$ cat config.mk
export PLATFORM = sky130hd
export DESIGN_NAME = morse_text_keyer_unit
export DESIGN_NICKNAME = d
export VERILOG_FILES = /design/src/rtl/mtk_pkg.sv /design/src/rtl/mtk_front.sv /design/src/rtl/mtk_cmd_fifo.sv /design/src/rtl/mtk_back.sv /design/src/rtl/morse_text_keyer_unit.sv
export VERILOG_INCLUDE_DIRS = /design/src /design/src/rtl
export SDC_FILE = /design/constraint.sdc
export NUM_CORES = 1
export LEC_CHECK = 0
export ABC_CLOCK_PERIOD_IN_PS = 9000
export BUFFER_PORTS_ARGS = -buffer_cell sky130_fd_sc_hd__buf_2
export CORE_ASPECT_RATIO = 1.1
export CORE_MARGIN = 2
export CORE_UTILIZATION = 60
export CTS_CLUSTER_DIAMETER = 200
export CTS_CLUSTER_SIZE = 40
export DETAILED_ROUTE_END_ITERATION = 10
export PLACE_DENSITY = 0.84
export SYNTH_ARGS = -nofsm -noshare
export SYNTH_HDL_FRONTEND = slang
export SYNTH_HIERARCHICAL = 1
export SYNTH_SLANG_ARGS = --single-unit
$ cat constraint.sdc
create_clock -name i_clk -period 9 [get_ports i_clk]
set_input_delay 1.35 -clock i_clk [delete_from_list [all_inputs] [get_ports i_clk]]
set_output_delay 1.35 -clock i_clk [all_outputs]
set_load 0.05 [all_outputs]
$ cat src/rtl/assert_macros.svh
// Assertion helper macros shared by the RTL.
// No dependencies; the user must have i_clk and i_rst_n in scope.
`ifndef ASSERT_MACROS_SVH
`define ASSERT_MACROS_SVH

// Clocked implication check, muted while reset is asserted.
`define ASSERT_CLK(label, prop, msg) \
    label: assert property (@(posedge i_clk) disable iff (!i_rst_n) (prop)) \
        else $error(msg);

// Condition that must never be seen outside reset.
`define ASSERT_NEVER(label, expr, msg) \
    `ASSERT_CLK(label, !(expr), msg)

`endif

$ cat src/rtl/mtk_pkg.sv
// Shared types, constants and the letter glyph table for the Morse keyer.
// No dependencies.
package mtk_pkg;

    localparam int unsigned CODE_BITS   = 16;
    localparam int unsigned HOLD_W      = 14;
    localparam int unsigned NUM_LETTERS = 26;
    localparam int unsigned MAX_SYMS    = 4;
    localparam int unsigned CMD_DEPTH   = 2;

    typedef enum logic [2:0] {
        SYM_NONE  = 3'd0,
        SYM_DOT   = 3'd1,
        SYM_DASH  = 3'd2,
        SYM_SPACE = 3'd3,
        SYM_NL    = 3'd4
    } t_sym;

    typedef enum logic [1:0] {
        CLS_NONE   = 2'd0,
        CLS_LETTER = 2'd1,
        CLS_SPACE  = 2'd2
    } t_cls;

    typedef enum logic [1:0] {
        REG_DOT        = 2'd0,
        REG_DASH       = 2'd1,
        REG_LETTER_GAP = 2'd2,
        REG_WORD_GAP   = 2'd3
    } t_reg_idx;

    typedef enum logic [3:0] {
        ST_IDLE,
        ST_WSP0,
        ST_WSP1,
        ST_WSP2,
        ST_LGAP,
        ST_LSPC,
        ST_MARK,
        ST_SOFF,
        ST_NL
    } t_seq_state;

    // Symbols of one letter: count and a dash flag per slot (slot 0 first).
    typedef struct packed {
        logic [2:0] nsym;
        logic [3:0] dash;
    } t_glyph;

    typedef t_glyph [NUM_LETTERS-1:0] t_glyph_tab;

    // Command passed from the front end to the sequencer.
    typedef struct packed {
        logic       word_gap;
        logic       letter_gap;
        logic [2:0] nsym;
        logic [3:0] dash;
        logic       eot;
    } t_cmd;

    typedef struct packed {
        logic [HOLD_W-1:0] dot;
        logic [HOLD_W-1:0] dash;
        logic [HOLD_W-1:0] letter_gap;
        logic [HOLD_W-1:0] word_gap;
    } t_timing;

    localparam logic [15:0] LETTER_PAT [NUM_LETTERS] = '{
        16'hB800, 16'hEA80, 16'hEBA0, 16'hEA00, 16'h8000, 16'hAE80, 16'hEE80,
        16'hAA00, 16'hA000, 16'hBBB8, 16'hEB80, 16'hBA80, 16'hEE00, 16'hE800,
        16'hEEE0, 16'hBBA0, 16'hEEB8, 16'hBA00, 16'hA800, 16'hE000, 16'hAE00,
        16'hAB80, 16'hBB80, 16'hEAE0, 16'hEBB8, 16'hEEA0
    };

    // Walk each on/off pattern MSB first. A lone 1 then 0 is a dot, three 1s
    // then 0 a dash; other run lengths keep counting past the 0.
    // Evaluated at elaboration only.
    function automatic t_glyph_tab build_glyph_tab(int unsigned code_bits);
        t_glyph_tab  tab;
        int unsigned run;
        int unsigned cnt;
        tab = '0;
        for (int unsigned l = 0; l < NUM_LETTERS; l++) begin
            run = 0;
            cnt = 0;
            for (int unsigned i = 0; i < 16; i++) begin
                if (i < code_bits) begin
                    if (LETTER_PAT[l][15-i]) begin
                        run = run + 1;
                    end else if (run == 3) begin
                        if (cnt < MAX_SYMS) begin
                            tab[l].dash[cnt[1:0]] = 1'b1;
                        end
                        cnt = cnt + 1;
                        run = 0;
                    end else if (run == 1) begin
                        cnt = cnt + 1;
                        run = 0;
                    end
                end
            end
            tab[l].nsym = cnt[2:0];
        end
        return tab;
    endfunction

endpackage

$ cat src/rtl/mtk_front.sv
// Front end: takes text bytes, classifies them, tracks spacing state and
// queues keying commands. Depends on mtk_pkg.
module mtk_front (
    input  logic          i_clk,
    input  logic          i_rst_n,
    input  logic          i_valid,
    input  logic          i_room,
    input  logic [7:0]    i_char_code,
    input  logic          i_end_of_text,
    output logic          o_push,
    output mtk_pkg::t_cmd o_cmd
);
    import mtk_pkg::*;

    localparam t_glyph_tab GLYPHS = build_glyph_tab(CODE_BITS);

    t_cls       r_prev_class, n_prev_class;
    logic       r_first_word, n_first_word;
    logic [4:0] low;
    logic [4:0] idx;
    logic       is_letter;
    logic       is_space;
    logic       accept;
    t_glyph     glyph;

    // Upper or lower case ASCII letter: 0x41..0x5A or 0x61..0x7A.
    assign low       = i_char_code[4:0];
    assign idx       = low - 5'd1;
    assign is_letter = (i_char_code[7:6] == 2'b01) && (low != 5'd0) && (low <= 5'd26);
    assign is_space  = (i_char_code == 8'h20);
    assign glyph     = is_letter ? GLYPHS[idx] : '0;
    assign accept    = i_valid && i_room;

    always_comb begin
        o_cmd.word_gap   = is_letter && !r_first_word && (r_prev_class == CLS_SPACE);
        o_cmd.letter_gap = is_letter && (r_prev_class == CLS_LETTER);
        o_cmd.nsym       = glyph.nsym;
        o_cmd.dash       = glyph.dash;
        o_cmd.eot        = i_end_of_text;
    end

    // Bytes that cause nothing are dropped here.
    assign o_push = accept && (is_letter || i_end_of_text);

    always_comb begin
        n_prev_class = r_prev_class;
        n_first_word = r_first_word;
        if (accept) begin
            if (is_letter) begin
                n_prev_class = CLS_LETTER;
                n_first_word = 1'b0;
            end else if (is_space) begin
                n_prev_class = CLS_SPACE;
            end
            if (i_end_of_text) begin
                n_prev_class = CLS_NONE;
                n_first_word = 1'b1;
            end
        end
    end

    always_ff @(posedge i_clk) begin
        if (!i_rst_n) begin
            r_prev_class <= CLS_NONE;
            r_first_word <= 1'b1;
        end else begin
            r_prev_class <= n_prev_class;
            r_first_word <= n_first_word;
        end
    end

endmodule

$ cat src/rtl/mtk_cmd_fifo.sv
// Two-entry command queue between front end and sequencer.
// Depends on mtk_pkg.
module mtk_cmd_fifo (
    input  logic          i_clk,
    input  logic          i_rst_n,
    input  logic          i_push,
    input  mtk_pkg::t_cmd i_cmd,
    input  logic          i_pop,
    output mtk_pkg::t_cmd o_cmd,
    output logic          o_full,
    output logic          o_empty
);
    import mtk_pkg::*;

    localparam int unsigned PTR_W = (CMD_DEPTH > 1) ? $clog2(CMD_DEPTH) : 1;
    localparam int unsigned CNT_W = $clog2(CMD_DEPTH + 1);

    t_cmd             r_mem [CMD_DEPTH];
    logic [PTR_W-1:0] r_wr, n_wr;
    logic [PTR_W-1:0] r_rd, n_rd;
    logic [CNT_W-1:0] r_cnt, n_cnt;
    logic             do_push;
    logic             do_pop;

    assign o_full  = (r_cnt == CNT_W'(CMD_DEPTH));
    assign o_empty = (r_cnt == '0);
    assign o_cmd   = r_mem[r_rd];
    assign do_push = i_push && !o_full;
    assign do_pop  = i_pop && !o_empty;

    always_comb begin
        n_wr  = r_wr;
        n_rd  = r_rd;
        n_cnt = r_cnt;
        if (do_push) begin
            n_wr = (r_wr == PTR_W'(CMD_DEPTH - 1)) ? '0 : r_wr + 1'b1;
        end
        if (do_pop) begin
            n_rd = (r_rd == PTR_W'(CMD_DEPTH - 1)) ? '0 : r_rd + 1'b1;
        end
        if (do_push && !do_pop) begin
            n_cnt = r_cnt + 1'b1;
        end else if (do_pop && !do_push) begin
            n_cnt = r_cnt - 1'b1;
        end
    end

    always_ff @(posedge i_clk) begin
        if (!i_rst_n) begin
            r_wr  <= '0;
            r_rd  <= '0;
            r_cnt <= '0;
        end else begin
            r_wr  <= n_wr;
            r_rd  <= n_rd;
            r_cnt <= n_cnt;
        end
    end

    always_ff @(posedge i_clk) begin
        if (do_push) begin
            r_mem[r_wr] <= i_cmd;
        end
    end

endmodule

$ cat src/rtl/mtk_back.sv
// Back end: sequencer that expands one queued command into keying events,
// one per cycle unless the output is stalled, through a registered output slot. Depends on mtk_pkg.
module mtk_back (
    input  logic                           i_clk,
    input  logic                           i_rst_n,
    input  logic                           i_empty,
    input  mtk_pkg::t_cmd                  i_cmd,
    output logic                           o_pop,
    input  mtk_pkg::t_timing               i_timing,
    input  logic                           i_out_ready,
    output logic                           o_out_valid,
    output mtk_pkg::t_sym                  o_echo_symbol,
    output logic                           o_led_on,
    output logic [mtk_pkg::HOLD_W-1:0]     o_hold_ms,
    output logic                           o_last_result
);
    import mtk_pkg::*;

    t_seq_state        r_state, n_state;
    t_cmd              r_cmd;
    logic [1:0]        r_idx, n_idx;
    logic              r_out_valid;
    t_sym              r_sym;
    logic              r_led;
    logic [HOLD_W-1:0] r_hold;
    logic              r_last;

    logic              adv;
    logic              more_sym;
    t_seq_state        first_state;
    t_seq_state        body_state;
    t_seq_state        tail_state;
    logic              emit;
    t_sym              sym;
    logic              led;
    logic [HOLD_W-1:0] hold;

    assign adv      = !r_out_valid || i_out_ready;
    assign more_sym = ({1'b0, r_idx} + 3'd1) < r_cmd.nsym;
    assign o_pop    = (r_state == ST_IDLE) && !i_empty;

    // Entry point for a freshly popped command.
    always_comb begin
        if (i_cmd.word_gap) begin
            first_state = ST_WSP0;
        end else if (i_cmd.letter_gap) begin
            first_state = ST_LGAP;
        end else if (i_cmd.nsym != 3'd0) begin
            first_state = ST_MARK;
        end else if (i_cmd.eot) begin
            first_state = ST_NL;
        end else begin
            first_state = ST_IDLE;
        end
    end

    assign tail_state = r_cmd.eot ? ST_NL : ST_IDLE;
    assign body_state = (r_cmd.nsym != 3'd0) ? ST_MARK : tail_state;

    // Next state
    always_comb begin
        n_state = r_state;
        n_idx   = r_idx;
        unique case (r_state)
            ST_IDLE: begin
                if (!i_empty) begin
                    n_state = first_state;
                    n_idx   = '0;
                end
            end
            ST_WSP0: if (adv) n_state = ST_WSP1;
            ST_WSP1: if (adv) n_state = ST_WSP2;
            ST_WSP2: if (adv) n_state = r_cmd.letter_gap ? ST_LGAP : body_state;
            ST_LGAP: if (adv) n_state = ST_LSPC;
            ST_LSPC: if (adv) n_state = body_state;
            ST_MARK: if (adv) n_state = ST_SOFF;
            ST_SOFF: begin
                if (adv) begin
                    if (more_sym) begin
                        n_state = ST_MARK;
                        n_idx   = r_idx + 2'd1;
                    end else begin
                        n_state = tail_state;
                    end
                end
            end
            ST_NL:   if (adv) n_state = ST_IDLE;
            default: n_state = ST_IDLE;
        endcase
    end

    // Event produced by the current state
    always_comb begin
        emit = 1'b1;
        sym  = SYM_NONE;
        led  = 1'b0;
        hold = '0;
        unique case (r_state)
            ST_IDLE: emit = 1'b0;
            ST_WSP0, ST_WSP1: sym = SYM_SPACE;
            ST_WSP2: begin
                sym  = SYM_SPACE;
                hold = i_timing.word_gap;
            end
            ST_LGAP: hold = i_timing.letter_gap;
            ST_LSPC: sym = SYM_SPACE;
            ST_MARK: begin
                led = 1'b1;
                if (r_cmd.dash[r_idx]) begin
                    sym  = SYM_DASH;
                    hold = i_timing.dash;
                end else begin
                    sym  = SYM_DOT;
                    hold = i_timing.dot;
                end
            end
            ST_SOFF: hold = more_sym ? i_timing.dot : '0;
            ST_NL:   sym = SYM_NL;
            default: emit = 1'b0;
        endcase
    end

    always_ff @(posedge i_clk) begin
        if (!i_rst_n) begin
            r_state     <= ST_IDLE;
            r_idx       <= '0;
            r_out_valid <= 1'b0;
        end else begin
            r_state <= n_state;
            r_idx   <= n_idx;
            if (adv) begin
                r_out_valid <= emit;
            end
        end
    end

    always_ff @(posedge i_clk) begin
        if (o_pop) begin
            r_cmd <= i_cmd;
        end
        if (adv && emit) begin
            r_sym  <= sym;
            r_led  <= led;
            r_hold <= hold;
            r_last <= (n_state == ST_IDLE);
        end
    end

    assign o_out_valid   = r_out_valid;
    assign o_echo_symbol = r_sym;
    assign o_led_on      = r_led;
    assign o_hold_ms     = r_hold;
    assign o_last_result = r_last;

endmodule

$ cat src/rtl/morse_text_keyer_unit.sv
// Morse text keyer top level: APB timing registers, front end, command queue
// and keying sequencer. Depends on mtk_pkg, mtk_front, mtk_cmd_fifo, mtk_back.
//
// Text bytes come in on the input channel, one transaction per byte; each
// result transaction is one keying event (echo mark, LED level, hold time in
// ms). A letter gives at most 12 events, space or other bytes give none
// (a space only marks a word boundary), and end_of_text adds a newline event
// and restarts the message spacing. The front end classifies a byte in the
// cycle it is accepted and queues a command in a 2-entry queue, so bytes keep
// being accepted while events are still draining. The sequencer picks up a
// command in its idle state and then issues one event per cycle when the
// output slot is free. Timing registers sit at byte addresses 0 (dot_ms),
// 4 (dash_ms), 8 (letter_gap_ms) and 12 (word_gap_ms), 14 bits each; write
// them only while no transaction is in flight.
`include "assert_macros.svh"

module morse_text_keyer_unit (
    input  logic                       i_clk,
    input  logic                       i_rst_n,
    // text input
    input  logic                       i_in_valid,
    output logic                       o_in_ready,
    input  logic [7:0]                 i_char_code,
    input  logic                       i_end_of_text,
    // keying events
    output logic                       o_out_valid,
    input  logic                       i_out_ready,
    output logic [2:0]                 o_echo_symbol,
    output logic                       o_led_on,
    output logic [mtk_pkg::HOLD_W-1:0] o_hold_ms,
    output logic                       o_last_result,
    // APB configuration
    input  logic                       psel,
    input  logic                       penable,
    input  logic                       pwrite,
    input  logic [3:0]                 paddr,
    input  logic [31:0]                pwdata,
    output logic [31:0]                prdata,
    output logic                       pready
);
    import mtk_pkg::*;

    t_timing  r_timing;
    t_reg_idx reg_sel;
    logic     cfg_wr;

    logic     fifo_full;
    logic     fifo_empty;
    logic     push;
    logic     pop;
    t_cmd     push_cmd;
    t_cmd     head_cmd;
    t_sym     echo_sym;

    // ---------------- configuration registers ----------------
    assign pready  = 1'b1;
    assign reg_sel = t_reg_idx'(paddr[3:2]);
    assign cfg_wr  = psel && penable && pwrite;

    always_ff @(posedge i_clk) begin
        if (!i_rst_n) begin
            r_timing.dot        <= HOLD_W'(200);
            r_timing.dash       <= HOLD_W'(600);
            r_timing.letter_gap <= HOLD_W'(600);
            r_timing.word_gap   <= HOLD_W'(1400);
        end else if (cfg_wr) begin
            unique case (reg_sel)
                REG_DOT:        r_timing.dot        <= pwdata[HOLD_W-1:0];
                REG_DASH:       r_timing.dash       <= pwdata[HOLD_W-1:0];
                REG_LETTER_GAP: r_timing.letter_gap <= pwdata[HOLD_W-1:0];
                REG_WORD_GAP:   r_timing.word_gap   <= pwdata[HOLD_W-1:0];
                default: ;
            endcase
        end
    end

    always_comb begin
        unique case (reg_sel)
            REG_DOT:        prdata = 32'(r_timing.dot);
            REG_DASH:       prdata = 32'(r_timing.dash);
            REG_LETTER_GAP: prdata = 32'(r_timing.letter_gap);
            REG_WORD_GAP:   prdata = 32'(r_timing.word_gap);
            default:        prdata = '0;
        endcase
    end

    // ---------------- front end: classify and queue ----------------
    assign o_in_ready = !fifo_full;

    mtk_front u_front (
        .i_clk         (i_clk),
        .i_rst_n       (i_rst_n),
        .i_valid       (i_in_valid),
        .i_room        (!fifo_full),
        .i_char_code   (i_char_code),
        .i_end_of_text (i_end_of_text),
        .o_push        (push),
        .o_cmd         (push_cmd)
    );

    mtk_cmd_fifo u_fifo (
        .i_clk   (i_clk),
        .i_rst_n (i_rst_n),
        .i_push  (push),
        .i_cmd   (push_cmd),
        .i_pop   (pop),
        .o_cmd   (head_cmd),
        .o_full  (fifo_full),
        .o_empty (fifo_empty)
    );

    // ---------------- back end: event sequencer ----------------
    mtk_back u_back (
        .i_clk         (i_clk),
        .i_rst_n       (i_rst_n),
        .i_empty       (fifo_empty),
        .i_cmd         (head_cmd),
        .o_pop         (pop),
        .i_timing      (r_timing),
        .i_out_ready   (i_out_ready),
        .o_out_valid   (o_out_valid),
        .o_echo_symbol (echo_sym),
        .o_led_on      (o_led_on),
        .o_hold_ms     (o_hold_ms),
        .o_last_result (o_last_result)
    );

    assign o_echo_symbol = echo_sym;

    // ---------------- checks ----------------
    // newline always closes the events of its byte
    `ASSERT_CLK(a_nl_is_last, (o_out_valid && echo_sym == SYM_NL) |-> o_last_result, "newline not last")
    // LED only lights for a dot or a dash
    `ASSERT_NEVER(a_led_mark, o_out_valid && o_led_on && echo_sym != SYM_DOT && echo_sym != SYM_DASH, "LED on without mark")
    // dot events carry the programmed dot time
    `ASSERT_CLK(a_dot_hold, (o_out_valid && echo_sym == SYM_DOT) |-> (o_hold_ms == r_timing.dot), "dot hold mismatch")

endmodule

==> results of run 1 <==
==> flip-flops by register name, indices dropped and copies added, names as in the netlist, 3 cells and up, named ones only <==
signal                flops
u_back/o_echo_symbol      3
u_back/o_hold_ms         14
u_back/r_state            4
u_fifo/r_mem             20
u_back/r_cmd              9
r_timing                 56
==> logic make-up (layout without fill, tap and decap cells) <==
logic type,Yosys count,in the layout,synth area share
simple gates,160,160,0.133
compound gates,122,122,0.140
flops,119,119,0.458
buf+inv,90,129,0.0776
mux,75,75,0.154
xor+xnor,10,10,0.0182
fa+ha+maj,9,9,0.0180
other cells,2,19,0.00120
==> stage by stage <==
step           total power, W  std cells  instance area, um^2  hold slack (ps)
2_1_floorplan         0.00122        604                 6320              427
4_1_cts               0.00201        766                 7040              457
3_3_place_gp          0.00133        735                 6460              437
5_1_grt               0.00209        766                 7040              474
3_5_place_dp          0.00135        735                 6460              447
6_report              0.00201        766                 7040              453
==> layout make-up <==
class	count	area, um^2
clock buffer	20	447
clock inverter	11	130
fill	734	3210
inverter	28	105
multi-input combinational	395	2980
sequential	119	2860
tap	123	154
timing repair buffer	70	360
==> metal layers <==
layer	vias up	wire, um	GRT usage
met4	0	119	0.104
met2	209	7000	0.408
li1	2201	-	-
met1	2272	5060	0.291
met5	-	0	0
met3	15	966	0.0618
==> cell usage in the layout, fill, tap and decap left out, types with 19 or more instances in the layout <==
| cell | n |
|---|---|
| dfxtp_1 | 71 |
| buf_2 | 66 |
| nand2_1 | 62 |
| mux2i_1 | 48 |
| edfxtp_1 | 48 |
| inv_1 | 28 |
| nor2_1 | 23 |
| a21oi_1 | 23 |
| o21ai_0 | 20 |
| conb_1 | 19 |
==> worst register-to-register path: cells and delay by family, from the launching register on <==
kind,cells,cell delay (ps)
AO/OA/AOI/OAI,2,760
adder cells (fa/ha/maj),2,580
AND/OR/NAND/NOR,2,500
flip-flops,1,410
multiplexers,1,130
==> power by group through the flow <==
stage	sequential (W)	clock [W]	combinational, W
2_1_floorplan	0.000900	0	0.000322
3_3_place_gp	0.000758	0	0.000573
3_5_place_dp	0.000764	0	0.000585
4_1_cts	0.000754	0.000667	0.000589
5_1_grt	0.000768	0.000696	0.000627
6_report	0.000754	0.000660	0.000591
==> final timing paths <==
check / endpoint / depth (start not counted) / slack [ps]
worst max-delay path: u_fifo/r_mem[0][3] / 9 / 4710
worst min-delay path: u_front/r_first_word / 1 / 450
worst max register to register: u_back/o_hold_ms[13] / 7 / 6360
worst min register to register: u_front/r_first_word / 1 / 450
==> impl_metrics.toml, run 1 <==
[place]
place_ws_ps = 4320
finalWeightedCongestion = 0.911
port-buffer-count = 66
place_hpwl_um = 8700

[synthesis]
synth.ff_latch_count = 119
post_synth_instance_area_um2 = 6250
yosysMostFrequentCell = "dfxtp_1"
synth_warnings = 6
post-synth-top-area-fraction = 0.230
synth.cells.most_frequent = "dfxtp_1, nand2_1, edfxtp_1, mux2i_1, inv_1"
synth-seq-area-share = 0.458
post-synth-top-area-cell = "edfxtp_1"
ys_async_sr_fraction = 0
leading_register_cell_type_out_of_synthesis = "dfxtp_1"
number_of_synthesized_flops_with_an_enable_pin = 48
synthTopCellsByArea = "edfxtp_1, dfxtp_1, mux2i_1, mux4_2, nand2_1"
syn-instance-count = 587
synthesis.area_per_instance_um2 = 10.7
ys_types = 67

[worst_hold_path]
hold_path_origin = "u_front/r_first_word"
min-delay-path-class = "register to register"

[setup_path]
crit_type = "primary input to register"
critical_path.n_buffers_inverters = 3
timing.rr.start = "u_back/r_idx[0]"
worst_path_most_repeated_cell = "inv_1"
crit_path_end_kind = "register"
crit_path_cell_trace = "buf_2 > inv_1 > ha_1 > nand2b_1 > nor3_1 > nand3b_1 > a21oi_1 > inv_1 > nor3_2"
crit_path_start = "i_char_code[0]"
crit_family = "simple AND/OR/NAND/NOR gates"
critPathMaxFanout = 20
critical_path.max_stage_delay_ps = 680
crit_arrival_ps = 4310
timing.critical_path.required_ps = 9030
worstSetupStartpointType = "primary input"
critical-path-slowest-cell = "nor3_2"

[global_routing]
grt_total_usage = 0.242
grt_max_degree = 77
grt_pass1_vias = 4572
global_route_wire_length_before_repair_um = 21500
grt_overflow = 0
antenna_found_initial = 0

[sta]
setup_slack_ps = 4710
finalClockSkew_ps = 6.70
fin_setup_tns_ps = 0
drv_slew = 0
tightestPinTransition_ps = 1160
timing.final.crit_period_ps = 4290
final_hold_viol_count = 0
fin_crit_sh = 0.476
setup_repair_after_global_routing_missed_its_margin = "false"
maxSlewHeadroom = 0.220
max_freq_ghz = 0.233
finalSetupViolations = 0

[floorplanning]
die_h_um = 111
row_count = 39
placeableCoreArea_um2 = 10200
die_w_um = 101
dieArea_um2 = 11300
initial_utilization = 0.610
top_level_ports = 106

[cts]
root_buffer = "clkbuf_16"
clock_tree.htree_level_count = 4
cts_hold_repair.buffers = 0
tritoncts_num_sinks = 119
worst_skew_pair.late_latency_ps = 400
tritoncts_clock_tree = "yes"
cts_resized = 0
cts_post_setup_buffers_inserted = 0
cts_buffers = 17
clk_transition_reported_paths_ps = 50
clock_path_buffers = 2

[power]
p_seq_frac = 0.376
internal_power_w = 0.00130
leakagePower_nw = 2.90
share_clk_of_total_power = 0.329
p_switching_w = 0.000707
power_switching_share = 0.353
irDropWorstVdd_uv = 170
share_comb_of_total_power = 0.295
cellPowerDensity_nw_per_um2 = 285

[job]
drv_cap = 0

[finish]
fin_util = 0.687
area_delta_synth_final_pct = 12.5
design.final.nets = 692
diodes = 0
layout-drive-gt1-share = 0.215

[routing]
wl_per_cell_um = 17.2
drtIter0Drc = 324
total_drc_errors_in_the_routed_layout = 0
postRouteWirelength_um = 13100
via_per_inst = 6.13
detail_route.first_pass.iterations = 5
remaining_antenna_violation_count = 0
dr_total_vias = 4697

[status]
run_status = "complete, no violations"
Note: power is estimated with default switching activity, not from simulation.
==> run 2: changes to the inputs <==
ABC_CLOCK_PERIOD_IN_PS = 3550   (was 9000)
CORE_UTILIZATION = 51   (was 60)
PLACE_DENSITY = 0.76   (was 0.84)
clock period = 3.55 ns   (was 9 ns; I/O delays follow)
==> impl_metrics.toml, run 2 (synthesis results as in run 1) <==
[status]
run_status = "complete, no violations"

[worst_hold_path]
min-delay-path-class = "primary input to register"
whs_endpoint = "u_fifo/r_mem[1][0]"
min_delay_path_depth = 1
hold_path_origin = "i_end_of_text"

[setup_path]
cell_count_of_the_worst_reg_to_reg_path = 4
worst_r2r_endpoint = "u_back/o_last_result"
crit_arrival_ps = 3030
timing.critical_path.required_ps = 3900
worstSetupStartpointType = "primary input"
critPathMaxFanout = 20
reg2reg_slack_ps = 980
crit_path_end_kind = "register"
crit_type = "primary input to register"

[cts]
cts_resized = 0
cts_hold_repair.buffers = 0
tritoncts_num_sinks = 119
tritoncts_clock_tree = "yes"
cts_buffers = 17
cts_post_setup_buffers_inserted = 0
clk_transition_reported_paths_ps = 60
worst_skew_pair.late_latency_ps = 410
clock_path_buffers = 2
clock_tree.htree_level_count = 4
root_buffer = "clkbuf_16"

[finish]
mostFrequentLayoutCells = "dfxtp_1, buf_2, nand2_1, mux2i_1, edfxtp_1"
design.final.nets = 699
largest-register = "r_timing"
layout-drive-gt1-share = 0.229
instances_no_fill = 805
layout.cells.most_common = "dfxtp_1"
area_delta_synth_final_pct = 14.8
fin_util = 0.599
diodes = 0
largest_register_ff_count = 56

[global_routing]
global_route_wire_length_before_repair_um = 22300
antenna_found_initial = 0
grt_overflow = 0
grt_total_usage = 0.220
grt_max_degree = 50
grt_pass1_vias = 4577

[sta]
fin_crit_sh = 0.756
maxSlewHeadroom = 0.400
timing.final.crit_period_ps = 2680
drv_slew = 0
fin_setup_tns_ps = 0
finalHoldWorstSlack_ps = 355
setup_repair_after_global_routing_missed_its_margin = "false"
finalSetupViolations = 0
max_freq_ghz = 0.373
finalClockSkew_ps = 8.80
tightestPinTransition_ps = 900
final_hold_viol_count = 0

[floorplanning]
row_count = 42
dieArea_um2 = 13200
die_w_um = 110
initial_utilization = 0.522
placeableCoreArea_um2 = 12000
die_h_um = 120
top_level_ports = 106

[routing]
wl_per_cell_um = 16.9
postRouteWirelength_um = 13600
drtIter0Drc = 221
remaining_antenna_violation_count = 0
total_drc_errors_in_the_routed_layout = 0
dr_total_vias = 4599
detail_route.first_pass.iterations = 5
via_per_inst = 5.71

[power]
cellPowerDensity_nw_per_um2 = 726
leakagePower_nw = 2.96
power_w = 0.00521
irDropWorstVdd_uv = 563

[place]
place_hpwl_um = 9100
port-buffer-count = 66
finalWeightedCongestion = 0.898
placed_cells = 773

[job]
drv_cap = 0
-- run 2: cell types whose count changed in the layout (fill, tap and decap cells not counted), moves of 2 or more --
cell,change
clkbuf_1,-2
inv_6,+4
clkbuf_16,+2
buf_4,+7
clkinv_2,-5
clkinvlp_4,+2
-- run 2: power by group --
| group | leakage (nW) | internal (W) | switching, W |
|---|---|---|---|
| combinational | 1.61 | 0.000445 | 0.00107 |
| sequential | 1.04 | 0.00176 | 0.000145 |
| clock | 0.308 | 0.00116 | 0.000630 |
-- run 2: worst max path at each step --
stage / cells past startpoint / start / slack [ps] / endpoint
finish: 12 / i_char_code[0] / 870 / u_fifo/r_cnt[1]
global route: 12 / i_char_code[0] / 680 / u_fifo/r_cnt[1]
CTS: 12 / i_char_code[0] / 880 / u_fifo/r_cnt[1]
detailed placement: 12 / i_char_code[0] / 460 / u_fifo/r_cnt[1]
global placement: 12 / i_char_code[0] / 550 / u_fifo/r_cnt[1]
floorplan: 7 / u_back/r_state[1] / 650 / u_fifo/r_cnt[1]
-- run 2: cell type report --
class | instances | area, um^2
fillers | 983 | 4800
multi-input cells | 395 | 2980
flip-flops and latches | 119 | 2860
clock buffers | 21 | 503
repair buffers | 77 | 413
well taps | 154 | 193
clock inverters | 11 | 128
inverters | 28 | 105
-- run 2: worst max-delay path: stages --
cell      delay, ps
buf_2           310
inv_1           200
ha_1            260
nand2b_1        120
nor3_1           80
nand3b_1        190
a21oi_1         310
inv_1           110
nor2_1          120
ha_1            270
or3_1           380
a21oi_1         140
-- run 2: metal layers --
layer / vias to the layer above / global-route usage / wire length [um]
li1: 2221 / - / -
met2: 165 / 0.345 / 6570
met3: 14 / 0.0527 / 1050
met1: 2199 / 0.294 / 5840
met5: - / 0 / 0
met4: 0 / 0.0807 / 177
-- run 2: through the flow --
step / area [um^2] / worst slack [ps]
final: 7180 / 866
after global routing: 7180 / 676
after CTS: 7180 / 884
after detailed placement: 6550 / 458
after global placement: 6550 / 552
after floorplan: 6320 / 648
==> run 3: changes to the inputs <==
ABC_CLOCK_PERIOD_IN_PS = 2800   (was 3550)
CORE_UTILIZATION = 57   (was 51)
PLACE_DENSITY = 0.81   (was 0.76)
clock period = 2.8 ns   (was 3.55 ns; I/O delays follow)
==> impl_metrics.toml, run 3 (synthesis results as in run 1) <==
[status]
run_status = "complete, no violations"

[setup_path]
crit_arrival_ps = 2710
cell_count_of_the_worst_reg_to_reg_path = 4
crit_type = "register to register"
timing.critical_path.required_ps = 3080
crit_path_end_kind = "register"
critPathMaxFanout = 7
worstSetupStartpointType = "register"

[cts]
cts_post_setup_buffers_inserted = 0
tritoncts_num_sinks = 119
worst_skew_pair.late_latency_ps = 420
clock_path_buffers = 2
cts_hold_repair.buffers = 0
cts_resized = 0
root_buffer = "clkbuf_16"
cts_buffers = 17
tritoncts_clock_tree = "yes"
clock_tree.htree_level_count = 4
clk_transition_reported_paths_ps = 60

[place]
placed_cells = 777
place_ws_ps = 153
port-buffer-count = 66
place_hpwl_um = 9330
finalWeightedCongestion = 0.923

[finish]
layout-drive-gt1-share = 0.242
n_fill_cell = 826
area_delta_synth_final_pct = 15.3
design.final.nets = 710
instances_no_fill = 809
fin_util = 0.667
largest_register_ff_count = 56
diodes = 0
layout.cells.most_common = "dfxtp_1"
largest-register = "r_timing"
mostFrequentLayoutCells = "dfxtp_1, buf_2, nand2_1, mux2i_1, edfxtp_1"

[job]
drv_cap = 0

[sta]
final_hold_viol_count = 0
timing.final.crit_period_ps = 2420
drv_slew = 0
finalClockSkew_ps = 9.49
tightestPinTransition_ps = 839
setup_slack_ps = 375
setup_repair_after_global_routing_missed_its_margin = "false"
max_freq_ghz = 0.412
fin_crit_sh = 0.866
finalHoldWorstSlack_ps = 217
maxSlewHeadroom = 0.441
fin_setup_tns_ps = 0
finalSetupViolations = 0

[global_routing]
antenna_found_initial = 0
grt_overflow = 0
grt_pass1_vias = 4747
grt_total_usage = 0.246
global_route_wire_length_before_repair_um = 22900
grt_max_degree = 77

[routing]
remaining_antenna_violation_count = 0
via_per_inst = 5.85
drtIter0Drc = 292
postRouteWirelength_um = 14000
total_drc_errors_in_the_routed_layout = 0
dr_total_vias = 4730
detail_route.first_pass.iterations = 5
wl_per_cell_um = 17.4

[floorplanning]
top_level_ports = 106
row_count = 40
die_w_um = 104
die_h_um = 114
initial_utilization = 0.578
placeableCoreArea_um2 = 10800
dieArea_um2 = 11800

[power]
leakagePower_nw = 2.97
irDropWorstVdd_uv = 554
cellPowerDensity_nw_per_um2 = 895

[worst_hold_path]
min_delay_path_depth = 1
min-delay-path-class = "primary input to register"
run 3: final cells by class:
| cell class | instances | area, um^2 | area share |
|---|---|---|---|
| multi-input combinational | 395 | 2980 | 0.413 |
| timing repair buffer | 88 | 508 | 0.0705 |
| inverter | 28 | 105 | 0.0146 |
| clock inverter | 15 | 145 | 0.0201 |
| sequential | 119 | 2860 | 0.397 |
| clock buffer | 17 | 425 | 0.0590 |
| tap | 147 | 184 | 0.0255 |
run 3: metrics by stage:
stage	cell area [um^2]	total power [W]
6_report	7210	0.00645
5_1_grt	7210	0.00671
4_1_cts	7210	0.00646
3_5_place_dp	6640	0.00440
3_3_place_gp	6640	0.00435
2_1_floorplan	6320	0.00393
run 3: power by group:
part | switching [W] | internal, W
sequential | 0.000138 | 0.00223
combinational | 0.00143 | 0.000593
clock | 0.000829 | 0.00123
run 3: worst paths after layout:
kind / from / to / slack, ps
max reg2reg: register / u_back/o_last_result / 380
min reg2reg: u_front/r_first_word / u_front/r_first_word / 470
max: register / u_back/o_last_result / 380
min: i_end_of_text / u_fifo/r_mem[0][0] / 220
run 3: critical path, stage by stage (launching register included):
cell	delay (ps)
dfxtp_1	500
mux2_2	390
or4_1	570
a2111oi_0	530
and4_1	280
run 3: layer usage:
layer	part of all wire	wire, um	GRT usage
met5	0	0	0
met2	0.51	7180	0.429
met1	0.40	5600	0.286
met4	0.023	320	0.102
met3	0.067	946	0.0697
